$ cat config.mk
export PLATFORM = sky130hd
export DESIGN_NAME = bounded_ordered_list_engine
export DESIGN_NICKNAME = d
export VERILOG_FILES = /design/src/bole_pkg.sv /design/src/bole_cell.sv /design/src/bole_decode.sv /design/src/bounded_ordered_list_engine.sv
export SDC_FILE = /design/constraint.sdc
export NUM_CORES = 2
export LEC_CHECK = 0
export ABC_CLOCK_PERIOD_IN_PS = 11400
export BUFFER_PORTS_ARGS = -buffer_cell sky130_fd_sc_hd__buf_4
export CORE_UTILIZATION = 30
export CTS_BUF_LIST = sky130_fd_sc_hd__clkbuf_4
export CTS_CLUSTER_DIAMETER = 200
export DETAILED_ROUTE_END_ITERATION = 6
export SETUP_SLACK_MARGIN = 0.1
export SYNTH_ARGS = -nofsm -noshare
export SYNTH_HDL_FRONTEND = slang
export SYNTH_SLANG_ARGS = --single-unit
$ cat constraint.sdc
create_clock -name clk -period 11.4 [get_ports clk]
set_input_delay 2.28 -clock clk [delete_from_list [all_inputs] [get_ports clk]]
set_output_delay 2.28 -clock clk [all_outputs]
set_load 0.01 [all_outputs]
$ cat src/bole_pkg.sv
// Shared types, codes and sizes for the bounded ordered list engine.
package bole_pkg;

	localparam int CAPACITY = 16;
	localparam int IDX_W    = $clog2(CAPACITY);
	localparam int CNT_W    = $clog2(CAPACITY + 1);
	localparam int VAL_W    = 32;
	localparam int REQ_W    = 4;
	localparam int POS_W    = 5;
	localparam int ST_W     = 3;

	typedef enum logic [REQ_W-1:0] {
		REQ_ADD_HEAD = 4'd0,
		REQ_ADD_TAIL = 4'd1,
		REQ_ADD_AT   = 4'd2,
		REQ_DEL_HEAD = 4'd3,
		REQ_DEL_TAIL = 4'd4,
		REQ_DEL_AT   = 4'd5,
		REQ_UPDATE   = 4'd6,
		REQ_SEARCH   = 4'd7,
		REQ_CLEAR    = 4'd8
	} req_e_t;

	typedef enum logic [ST_W-1:0] {
		ST_OK       = 3'd0,
		ST_FULL     = 3'd1,
		ST_EMPTY    = 3'd2,
		ST_RANGE    = 3'd3,
		ST_NOTFOUND = 3'd4
	} status_e_t;

	typedef enum logic [1:0] {
		OP_HOLD,
		OP_INSERT,
		OP_DELETE,
		OP_WRITE
	} cell_op_t;

	// Command broadcast to every cell of the row
	typedef struct packed {
		cell_op_t         op;
		logic [IDX_W-1:0] idx;
	} cell_cmd_t;

	// Result of one request, before it is registered
	typedef struct packed {
		status_e_t        status;
		logic [IDX_W-1:0] index;
		logic [CNT_W-1:0] count;
		logic             take_old;
	} req_res_t;

endpackage

$ cat src/bole_cell.sv
// One list cell: holds one entry, shifts from either neighbor, compares with the key.
module bole_cell
	import bole_pkg::*;
(
	input  logic             clk,
	input  logic [IDX_W-1:0] slot,
	input  cell_cmd_t        cmd,
	input  logic [VAL_W-1:0] left_val,
	input  logic [VAL_W-1:0] right_val,
	input  logic [VAL_W-1:0] wr_val,
	output logic [VAL_W-1:0] entry,
	output logic             match
);

	logic [VAL_W-1:0] value_q;

	always_ff @(posedge clk) begin
		case (cmd.op)
			OP_INSERT: begin
				if (slot > cmd.idx) begin
					value_q <= left_val;
				end else if (slot == cmd.idx) begin
					value_q <= wr_val;
				end
			end
			OP_DELETE: begin
				if (slot >= cmd.idx) begin
					value_q <= right_val;
				end
			end
			OP_WRITE: begin
				if (slot == cmd.idx) begin
					value_q <= wr_val;
				end
			end
			default: begin
			end
		endcase
	end

	assign entry = value_q;
	// wr_val doubles as the search key
	assign match = (value_q == wr_val);

endmodule

$ cat src/bole_decode.sv
// Request decoder: picks the cell command, status, index and new count.
module bole_decode
	import bole_pkg::*;
(
	input  logic                fire,
	input  logic [REQ_W-1:0]    req,
	input  logic [POS_W-1:0]    pos,
	input  logic [CNT_W-1:0]    cnt,
	input  logic [CAPACITY-1:0] match,
	output cell_cmd_t           cmd,
	output req_res_t            res
);

	logic             full;
	logic [IDX_W-1:0] ix;

	assign full = (cnt >= CNT_W'(CAPACITY));

	always_comb begin
		cmd.op       = OP_HOLD;
		cmd.idx      = '0;
		ix           = '0;
		res.status   = ST_OK;
		res.index    = '0;
		res.count    = cnt;
		res.take_old = 1'b0;
		unique case (req) inside
			REQ_ADD_HEAD, REQ_ADD_TAIL, REQ_ADD_AT: begin
				if (full) begin
					res.status = ST_FULL;
				end else begin
					if (req == REQ_ADD_HEAD || (req == REQ_ADD_AT && pos == '0)) begin
						ix = '0;
					end else if (req == REQ_ADD_TAIL || POS_W'(pos) >= POS_W'(cnt)) begin
						ix = cnt[IDX_W-1:0];
					end else begin
						ix = pos[IDX_W-1:0];
					end
					cmd.op    = OP_INSERT;
					cmd.idx   = ix;
					res.index = ix;
					res.count = cnt + CNT_W'(1);
				end
			end
			REQ_DEL_HEAD, REQ_DEL_TAIL, REQ_DEL_AT: begin
				if (cnt == '0) begin
					res.status = ST_EMPTY;
				end else begin
					if (req == REQ_DEL_HEAD) begin
						ix = '0;
					end else if (req == REQ_DEL_TAIL
							|| POS_W'(pos) >= POS_W'(cnt - CNT_W'(1))) begin
						ix = IDX_W'(cnt - CNT_W'(1));
					end else begin
						ix = pos[IDX_W-1:0];
					end
					cmd.op    = OP_DELETE;
					cmd.idx   = ix;
					res.index = ix;
					res.count = cnt - CNT_W'(1);
				end
			end
			REQ_UPDATE: begin
				if (POS_W'(pos) >= POS_W'(cnt)) begin
					res.status = ST_RANGE;
				end else begin
					cmd.op       = OP_WRITE;
					cmd.idx      = pos[IDX_W-1:0];
					res.index    = pos[IDX_W-1:0];
					res.take_old = 1'b1;
				end
			end
			REQ_SEARCH: begin
				res.status = ST_NOTFOUND;
				// lowest matching cell in use wins
				for (int i = CAPACITY - 1; i >= 0; i--) begin
					if (match[i] && CNT_W'(i) < cnt) begin
						res.status = ST_OK;
						res.index  = IDX_W'(i);
					end
				end
			end
			REQ_CLEAR: begin
				res.count = '0;
			end
			default: begin
			end
		endcase
		if (!fire) begin
			cmd.op = OP_HOLD;
		end
	end

endmodule

$ cat src/bounded_ordered_list_engine.sv
// Top level of the bounded ordered list engine: request stage, cell row, result register.
//
//  channel | handshake            | payload
//  --------+----------------------+------------------------------------------------
//  request | in_valid / in_ready  | req_type, position, value
//  result  | out_valid / out_ready| status, result_index, entry_count, old_value
//
// Each request is first registered in the request stage; then all cells
// shift, write or compare at once and the result register is loaded.
// A new request is taken while a result still waits; the row acts only once
// the result register is free. Reset clears the count; cell contents stay
// undefined until written.
module bounded_ordered_list_engine
	import bole_pkg::*;
(
	input  logic                    clk,
	input  logic                    arst_n,
	input  logic                    in_valid,
	output logic                    in_ready,
	input  logic [REQ_W-1:0]        req_type,
	input  logic [POS_W-1:0]        position,
	input  logic signed [VAL_W-1:0] value,
	output logic                    out_valid,
	input  logic                    out_ready,
	output logic [ST_W-1:0]         status,
	output logic [IDX_W-1:0]        result_index,
	output logic [CNT_W-1:0]        entry_count,
	output logic signed [VAL_W-1:0] old_value
);

	logic                busy_q;
	logic [REQ_W-1:0]    req_s1;
	logic [POS_W-1:0]    pos_s1;
	logic [VAL_W-1:0]    val_s1;
	logic [CNT_W-1:0]    count_q;
	logic                out_valid_q;
	logic [ST_W-1:0]     status_q;
	logic [IDX_W-1:0]    index_q;
	logic [CNT_W-1:0]    ecount_q;
	logic [VAL_W-1:0]    old_q;

	logic                fire;
	cell_cmd_t           cmd;
	req_res_t            res;
	logic [VAL_W-1:0]    cell_val [CAPACITY];
	logic [CAPACITY-1:0] match;

	assign in_ready = !busy_q;
	assign fire     = busy_q && (!out_valid_q || out_ready);

	always_ff @(posedge clk or negedge arst_n) begin
		if (!arst_n) begin
			busy_q      <= 1'b0;
			count_q     <= '0;
			out_valid_q <= 1'b0;
		end else begin
			if (in_valid && in_ready) begin
				busy_q <= 1'b1;
			end else if (fire) begin
				busy_q <= 1'b0;
			end
			if (fire) begin
				count_q     <= res.count;
				out_valid_q <= 1'b1;
			end else if (out_ready) begin
				out_valid_q <= 1'b0;
			end
		end
	end

	always_ff @(posedge clk) begin
		if (in_valid && in_ready) begin
			req_s1 <= req_type;
			pos_s1 <= position;
			val_s1 <= value;
		end
		if (fire) begin
			status_q <= res.status;
			index_q  <= res.index;
			ecount_q <= res.count;
			old_q    <= res.take_old ? cell_val[pos_s1[IDX_W-1:0]] : '0;
		end
	end

	bole_decode u_decode (
		.fire  (fire),
		.req   (req_s1),
		.pos   (pos_s1),
		.cnt   (count_q),
		.match (match),
		.cmd   (cmd),
		.res   (res)
	);

	for (genvar i = 0; i < CAPACITY; i++) begin : g_cell
		logic [VAL_W-1:0] left_v;
		logic [VAL_W-1:0] right_v;
		if (i == 0) begin : g_first
			assign left_v = cell_val[i];
		end else begin : g_mid_l
			assign left_v = cell_val[i-1];
		end
		if (i == CAPACITY - 1) begin : g_last
			assign right_v = cell_val[i];
		end else begin : g_mid_r
			assign right_v = cell_val[i+1];
		end
		bole_cell u_cell (
			.clk       (clk),
			.slot      (IDX_W'(i)),
			.cmd       (cmd),
			.left_val  (left_v),
			.right_val (right_v),
			.wr_val    (val_s1),
			.entry     (cell_val[i]),
			.match     (match[i])
		);
	end

	assign out_valid    = out_valid_q;
	assign status       = status_q;
	assign result_index = index_q;
	assign entry_count  = ecount_q;
	assign old_value    = old_q;

endmodule
Yosys cells after proc, flatten, opt, wreduce, memory -nomap -nowiden
Index checks and enable logic that the tools add are counted.
{ "word_totals": {"elab_cells": 293, "ff_bits": 604} }
{ "classes": {"n_mux": 105, "n_reduce_logical": 50, "eq_ne": 58, "n_bitwise": 1, "order_cmp": 51, "n_addsub": 2} }
{ "ops": {"columns": ["operator", "count"], "rows": [
  ["$mux W32", 49],
  ["$pmux W32 S3", 15],
  ["$eq A32 B32 Y1", 16],
  ["$bmux W32 S4", 1],
  ["$mux W7", 16],
  ["$pmux W32 S2", 1],
  ["$lt A4 B5 Y1 const A", 8],
  ["$eq A4 B4 Y1 const A", 8],
  ["$gt A4 B4 Y1 const A", 8],
  ["$ne A2 B1 Y1 const B", 15],
  ["$ge A4 B4 Y1 const A", 7],
  ["$pmux W7 S4", 1],
  ["$reduce_and A2 Y1", 14],
  ["$lt A3 B5 Y1 const A", 4],
  ["$mux W4", 5],
  ["$logic_and A1 B1 Y1", 19],
  ["$mux W9", 2],
  ["$pmux W6 S3", 1],
  ["$eq A3 B4 Y1 const A", 4],
  ["$eq A4 B3 Y1 const B", 4],
  ["$ge A3 B4 Y1 const A", 4],
  ["$gt A3 B4 Y1 const A", 4],
  ["$pmux W5 S3", 1],
  ["$mux W6", 2],
  ["other kinds (30)", 58]
]} }

Depth between registers and ports, before layout
{ "logic_depth": {"ltp_word": 19, "depth_mapped": 17, "depth_no_buf": 13} }

Cells and area by module
A second synthesis with hierarchy kept.
{ "unflattened": {"hier_cells": 4639, "hier_area_um2": 50911.3} }
{ "by_module_without_submodules": {"columns": ["mod", "area_each_um2", "cells_each", "n_inst", "seq_area_each_um2"], "rows": [
  ["bole_cell", 2631.3, 235, 16, 960.9],
  ["bounded_ordered_list_engine", 7415.9, 656, 1, 2727.6],
  ["bole_decode", 1395.1, 223, 1, 0.0]
]} }

Worst setup path before layout
OpenSTA, ideal clock, no wires.
{ "synth_path": {"path_kind": "input -> register", "startpoint": "in out_ready", "endpoint": "reg g_cell[0].u_cell.value_q[0] (enable)", "arrival_time_ns": 7.080, "stages": 7, "setup_time_ns": 0.502, "t_required_ns": 10.898, "setup_slack_ns": 3.817, "path_buffers": 0, "path_cell_list": "nand2b_1 nand2_1 nor3_1 o21ai_1 inv_1 nor2_1 nor4_1"} }
{ "synth_between": {"elab_chain_cells": 6} }
{ "synth_rtl": {"columns": ["item", "line", "rtl"], "rows": [
  ["start: declaration", "bounded_ordered_list_engine.sv:24", "input logic out_ready,"],
  ["$logic_or A1 B1 Y1 (*)", "bounded_ordered_list_engine.sv:49", "assign fire = busy_q && (!out_valid_q || out_ready);"],
  ["$logic_and A1 B1 Y1 (*)", "bounded_ordered_list_engine.sv:49", null],
  ["$mux W2 (*)", "bole_decode.sv:89", "if (!fire) begin"],
  ["$eq A2 B2 Y1 or $eq A2 B1 Y1 (tied branches)", "bole_cell.sv:18", "case (cmd.op)"],
  ["$ne A2 B1 Y1 (no line) (tied with other cells)", null, null],
  ["$reduce_and A3 Y1 (no line) (*)", null, null],
  ["end signal: assignment", "bole_cell.sv:21", "value_q <= left_val;"],
  ["end signal: assignment", "bole_cell.sv:23", "value_q <= wr_val;"],
  ["end signal: assignment", "bole_cell.sv:28", "value_q <= right_val;"],
  ["end: declaration", "bole_cell.sv:15", "logic [VAL_W-1:0] value_q;"]
]} }
Mark *: on every way between the ends. The rest lies on a longest branch, timed or not.
A chain may end at the register's enable or synchronous reset.

Worst setup path in the final report
{ "layout_path": {"startpoint": "reg pos_s1[0]", "endpoint": "reg g_cell[9].u_cell.value_q[29], data pin"} }
{ "layout_between": {"elab_chain_cells": 10} }
{ "layout_rtl": {"columns": ["item", "line", "rtl"], "rows": [
  ["start: declaration", "bounded_ordered_list_engine.sv:33", "logic [POS_W-1:0] pos_s1;"],
  ["start signal: assignment", "bounded_ordered_list_engine.sv:74", "pos_s1 <= position;"],
  ["$ge A5 B5 Y1 (tied with other cells)", "bole_decode.sv:52", "|| POS_W'(pos) >= POS_W'(cnt - CNT_W'(1))) begin"],
  ["$logic_or A1 B1 Y1 (tied with other cells)", "bole_decode.sv:52", null],
  ["$mux W4 (tied with other cells)", "bole_decode.sv:51", "end else if (req == REQ_DEL_TAIL"],
  ["$mux W4, on equally long branches", "bole_decode.sv:49, bole_decode.sv:32", null],
  ["$mux W6 or $mux W5 (tied branches)", "bole_decode.sv:46, bole_decode.sv:29", null],
  ["$pmux W6 S3 (*)", "bole_decode.sv:27", "unique case (req) inside"],
  ["parallel branches: the longest is 3 deep, another holds $gt A4 B4 Y1", null, null],
  ["$pmux W32 S3 (*)", "bole_cell.sv:18", null],
  ["end signal: assignment", "bole_cell.sv:21", null],
  ["end signal: assignment", "bole_cell.sv:23", null],
  ["end signal: assignment", "bole_cell.sv:28", null],
  ["end: declaration", "bole_cell.sv:15", null]
]} }
Every way passes the cells marked *.

==> impl_metrics.ini <==
[worst_setup_path]
start_kind = flop
cp-end-kind = flop
crit_fanout = 102
crit_type = flop to flop
r2r.worst_path.cells = 14
cp.required_ns = 12.31
crit_arrival_ns = 6.72

[routing]
ant_nets = 0
drt_wl_total_mm = 175.1
via_per_inst = 6.223
vias = 36580
drc = 0
drt-initial-drc-count = 5415
routedWlPerCell_um = 29.78
firstDrtPassIters = 6

[layout]
layout.area.seq_um2 = 18100
nets = 3909
syn2layout_area_growth_pct = 11.32
drive_gt1_share_pct = 17.77
fillers = 14220
multiInputGateArea_um2 = 23470
utilization_pct = 33.80
design_area_um2 = 48030

[yosys]
synth_edf_count = 597
synth_nets = 3933
yosys_most_used_dff = edfxtp_1
yosysSeqAreaShare_pct = 41.96
async_flop_share_pct = 1.159
syn_inst = 3874
syn-cell-area_um2 = 43140
ys_seq_elements = 604
syn_area_per_cell_um2 = 11.14
yosys_warnings = 0
synth_cell_types = 73

[global_route]
top_usage_layer = met2
grt_pass1_vias = 33770
met1_usage_pct = 31.88
antenna_found_initial = 5
grt_max_degree = 135
use_met2_pct = 34.42
grt_use_met3_pct = 6.143
grt.overflow.total = 0
grt_pass1_wl_mm = 252.2
track_usage_pct = 23.29

[power_and_ir_drop]
sequentialPowerShare_pct = 33.9
power.clock.fraction_pct = 21.1
power_leakage_nw = 16.93
ir_drop_v = 0.0001799
p_sw_mw = 4.696
combinationalPowerShare_pct = 45.0
p_per_area_nw_per_um2 = 221.5
p_int_mw = 5.943
switching_share_pct = 44.14

[clock_network]
insertion_delay_ns = 1.22
cts_buffers = 173
clkSlewWorstSetupHoldPaths_ns = 0.07
cts_htree_levels = 4
clk_root_buffer_cell = clkbuf_4
post-cts-setup-buffers = 0
cts_tree = yes
cts_resized = 0
clk_path_buf_depth = 3
cts_hold_buf = 0
cts.sinks = 604

[sta]
rsz0062_at_grt = no
slew_violations = 0
whs_ns = 0.5269
max_slew_margin_pct = 14.58
finalSetupTns_ns = 0
setup_violations = 0
layout_min_cycle_time_ns = 5.812
tightest_slew_ns = 1.277
period_share_pct = 50.98
hold_viol = 0
worst_slack_ns = 5.588
fin_skew_ns = 0.07537
fmax_mhz = 172.1

[placement]
dp_slack_ns = 5.491
port_buffers = 90
post_dp_cell_area_um2 = 45700
hpwlAfterDp_mm = 121.3
place.gp.congestion = 1.003

[floorplan]
placementRows = 138
die-area_um2 = 145300
core_area_um2 = 142100
io_pins = 91
start_util_pct = 30.36
die_y_um = 381.2
die_w_um = 381.2

[worst_hold_path]
hp-class = flop to flop
min_path_cells = 2

[flow_run]
maxCapViolations = 0

[outcome]
status = finished, final reports clean
## power groups by stage
stage | clock (mW) | sequential, mW | combinational [mW]
finish | 2.25 | 3.60 | 4.79
global route | 2.38 | 3.64 | 5.00
CTS | 2.27 | 3.59 | 4.62
detailed placement | 0 | 3.64 | 4.60
global placement | 0 | 3.63 | 4.53
floorplan | 0 | 3.47 | 3.01
## kinds of logic (layout without fill, tap and decap cells)
family,Yosys count,after routing,synth area share [%]
AOI/OAI and AO/OA,1020,1020,15.61
muxes,648,648,19.70
and+or+nand+nor,625,625,7.694
DFF,604,604,41.96
xor gates and xnor gates,507,507,10.29
buffers and inverters,456,561,4.342
adders and majority gates,14,14,0.4060
other,0,10,0
## cell usage after synthesis, drive strengths merged (7+ instances only)
cell | n | share of area (%)
edfxtp | 597 | 42
nor2 | 55 | 0.48
mux2i | 483 | 11
or2 | 8 | 0.12
dfrtp | 7 | 0.41
a21oi | 19 | 0.22
nand2 | 209 | 1.8
buf | 92 | 1.2
nand4 | 91 | 1.3
xor2 | 276 | 5.6
nand2b | 22 | 0.32
o221ai | 34 | 0.69
a22oi | 257 | 4.5
and2 | 35 | 0.51
a32oi | 161 | 3.3
clkbuf | 313 | 2.7
ha | 14 | 0.41
o21ai | 481 | 5.6
xnor2 | 231 | 4.7
inv | 50 | 0.44
nor3 | 31 | 0.36
nand3 | 39 | 0.45
mux4 | 160 | 8.4
a21o | 8 | 0.14
nor4 | 104 | 1.8
## state kept, by name (all words and copies together) (netlist names)
| register | flops |
|---|---|
| req_s1 | 4 |
| g_cell.u_cell.entry | 512 |
| status | 3 |
| result_index | 4 |
| old_value | 32 |
| entry_count | 5 |
| busy_q | 1 |
| pos_s1 | 5 |
| val_s1 | 32 |
| out_valid | 1 |
| count_q | 5 |
## routing by layer
metal	share of wire (%)	vias up
met3	11	336
met4	4.6	6
met5	0.020	-
met2	44	2586
met1	40	18470
li1	-	15190
## cell usage in the layout, fill, tap and decap left out, drive strengths merged, types with 19 or more instances in the layout
master and count:
a22oi 257, nor2 55, nand2b 22, inv 54
nand4 91, and2 35, clkbuf 255, mux2i 483
o21ai 481, nor3 31, xnor2 231, a21oi 19
nand3 39, nand2 209, nor4 104, buf 206
clkinv 35, o221ai 34, xor2 276, mux4 160
edfxtp 597, a32oi 161
## worst max-delay path, cell delays in order (launching register included)
cell and delay, ns:
edfxtp_1 0.38, buf_12 0.63, inv_1 0.19, ha_1 0.35
and2_1 0.14, o21ai_1 0.32, o21ai_2 0.19, mux2_4 0.33
a221o_1 0.32, buf_4 0.28, a21oi_4 0.90, buf_4 0.53
a21o_1 0.30, buf_4 0.39, o21ai_0 0.16
## through the flow
stage | std cells | power [mW]
2_1_floorplan | 3874 | 6.482
3_3_place_gp | 5565 | 8.161
3_5_place_dp | 5565 | 8.241
6_report | 5879 | 10.64
5_1_grt | 5876 | 11.01
4_1_cts | 5869 | 10.49
## final timing paths
check	from	end	slack (ns)
worst max register to register	pos_s1[0]$_DFFE_PP_	g_cell[9].u_cell.entry[29]$_DFFE_PP_	5.59
min in group asynchronous	arst_n	count_q[3]$_DFFE_PN0P_	0.92
worst min-delay path	out_valid$_DFFE_PN0P_	out_valid$_DFFE_PN0P_	0.53
worst min register to register	out_valid$_DFFE_PN0P_	out_valid$_DFFE_PN0P_	0.53
max in group asynchronous	arst_n	count_q[1]$_DFFE_PN0P_	10.35
worst max-delay path	pos_s1[0]$_DFFE_PP_	g_cell[9].u_cell.entry[29]$_DFFE_PP_	5.59
## cell type report
class	instances	share of cell area, %
well taps	1890	4.924
diodes	10	0.05211
flip-flops and latches	604	37.69
clock inverters	49	0.8128
multi-input cells	2814	48.86
repair buffers	206	3.272
inverters	51	0.3986
clock buffers	255	3.986
No activity file was read; power rests on OpenSTA's default activity.
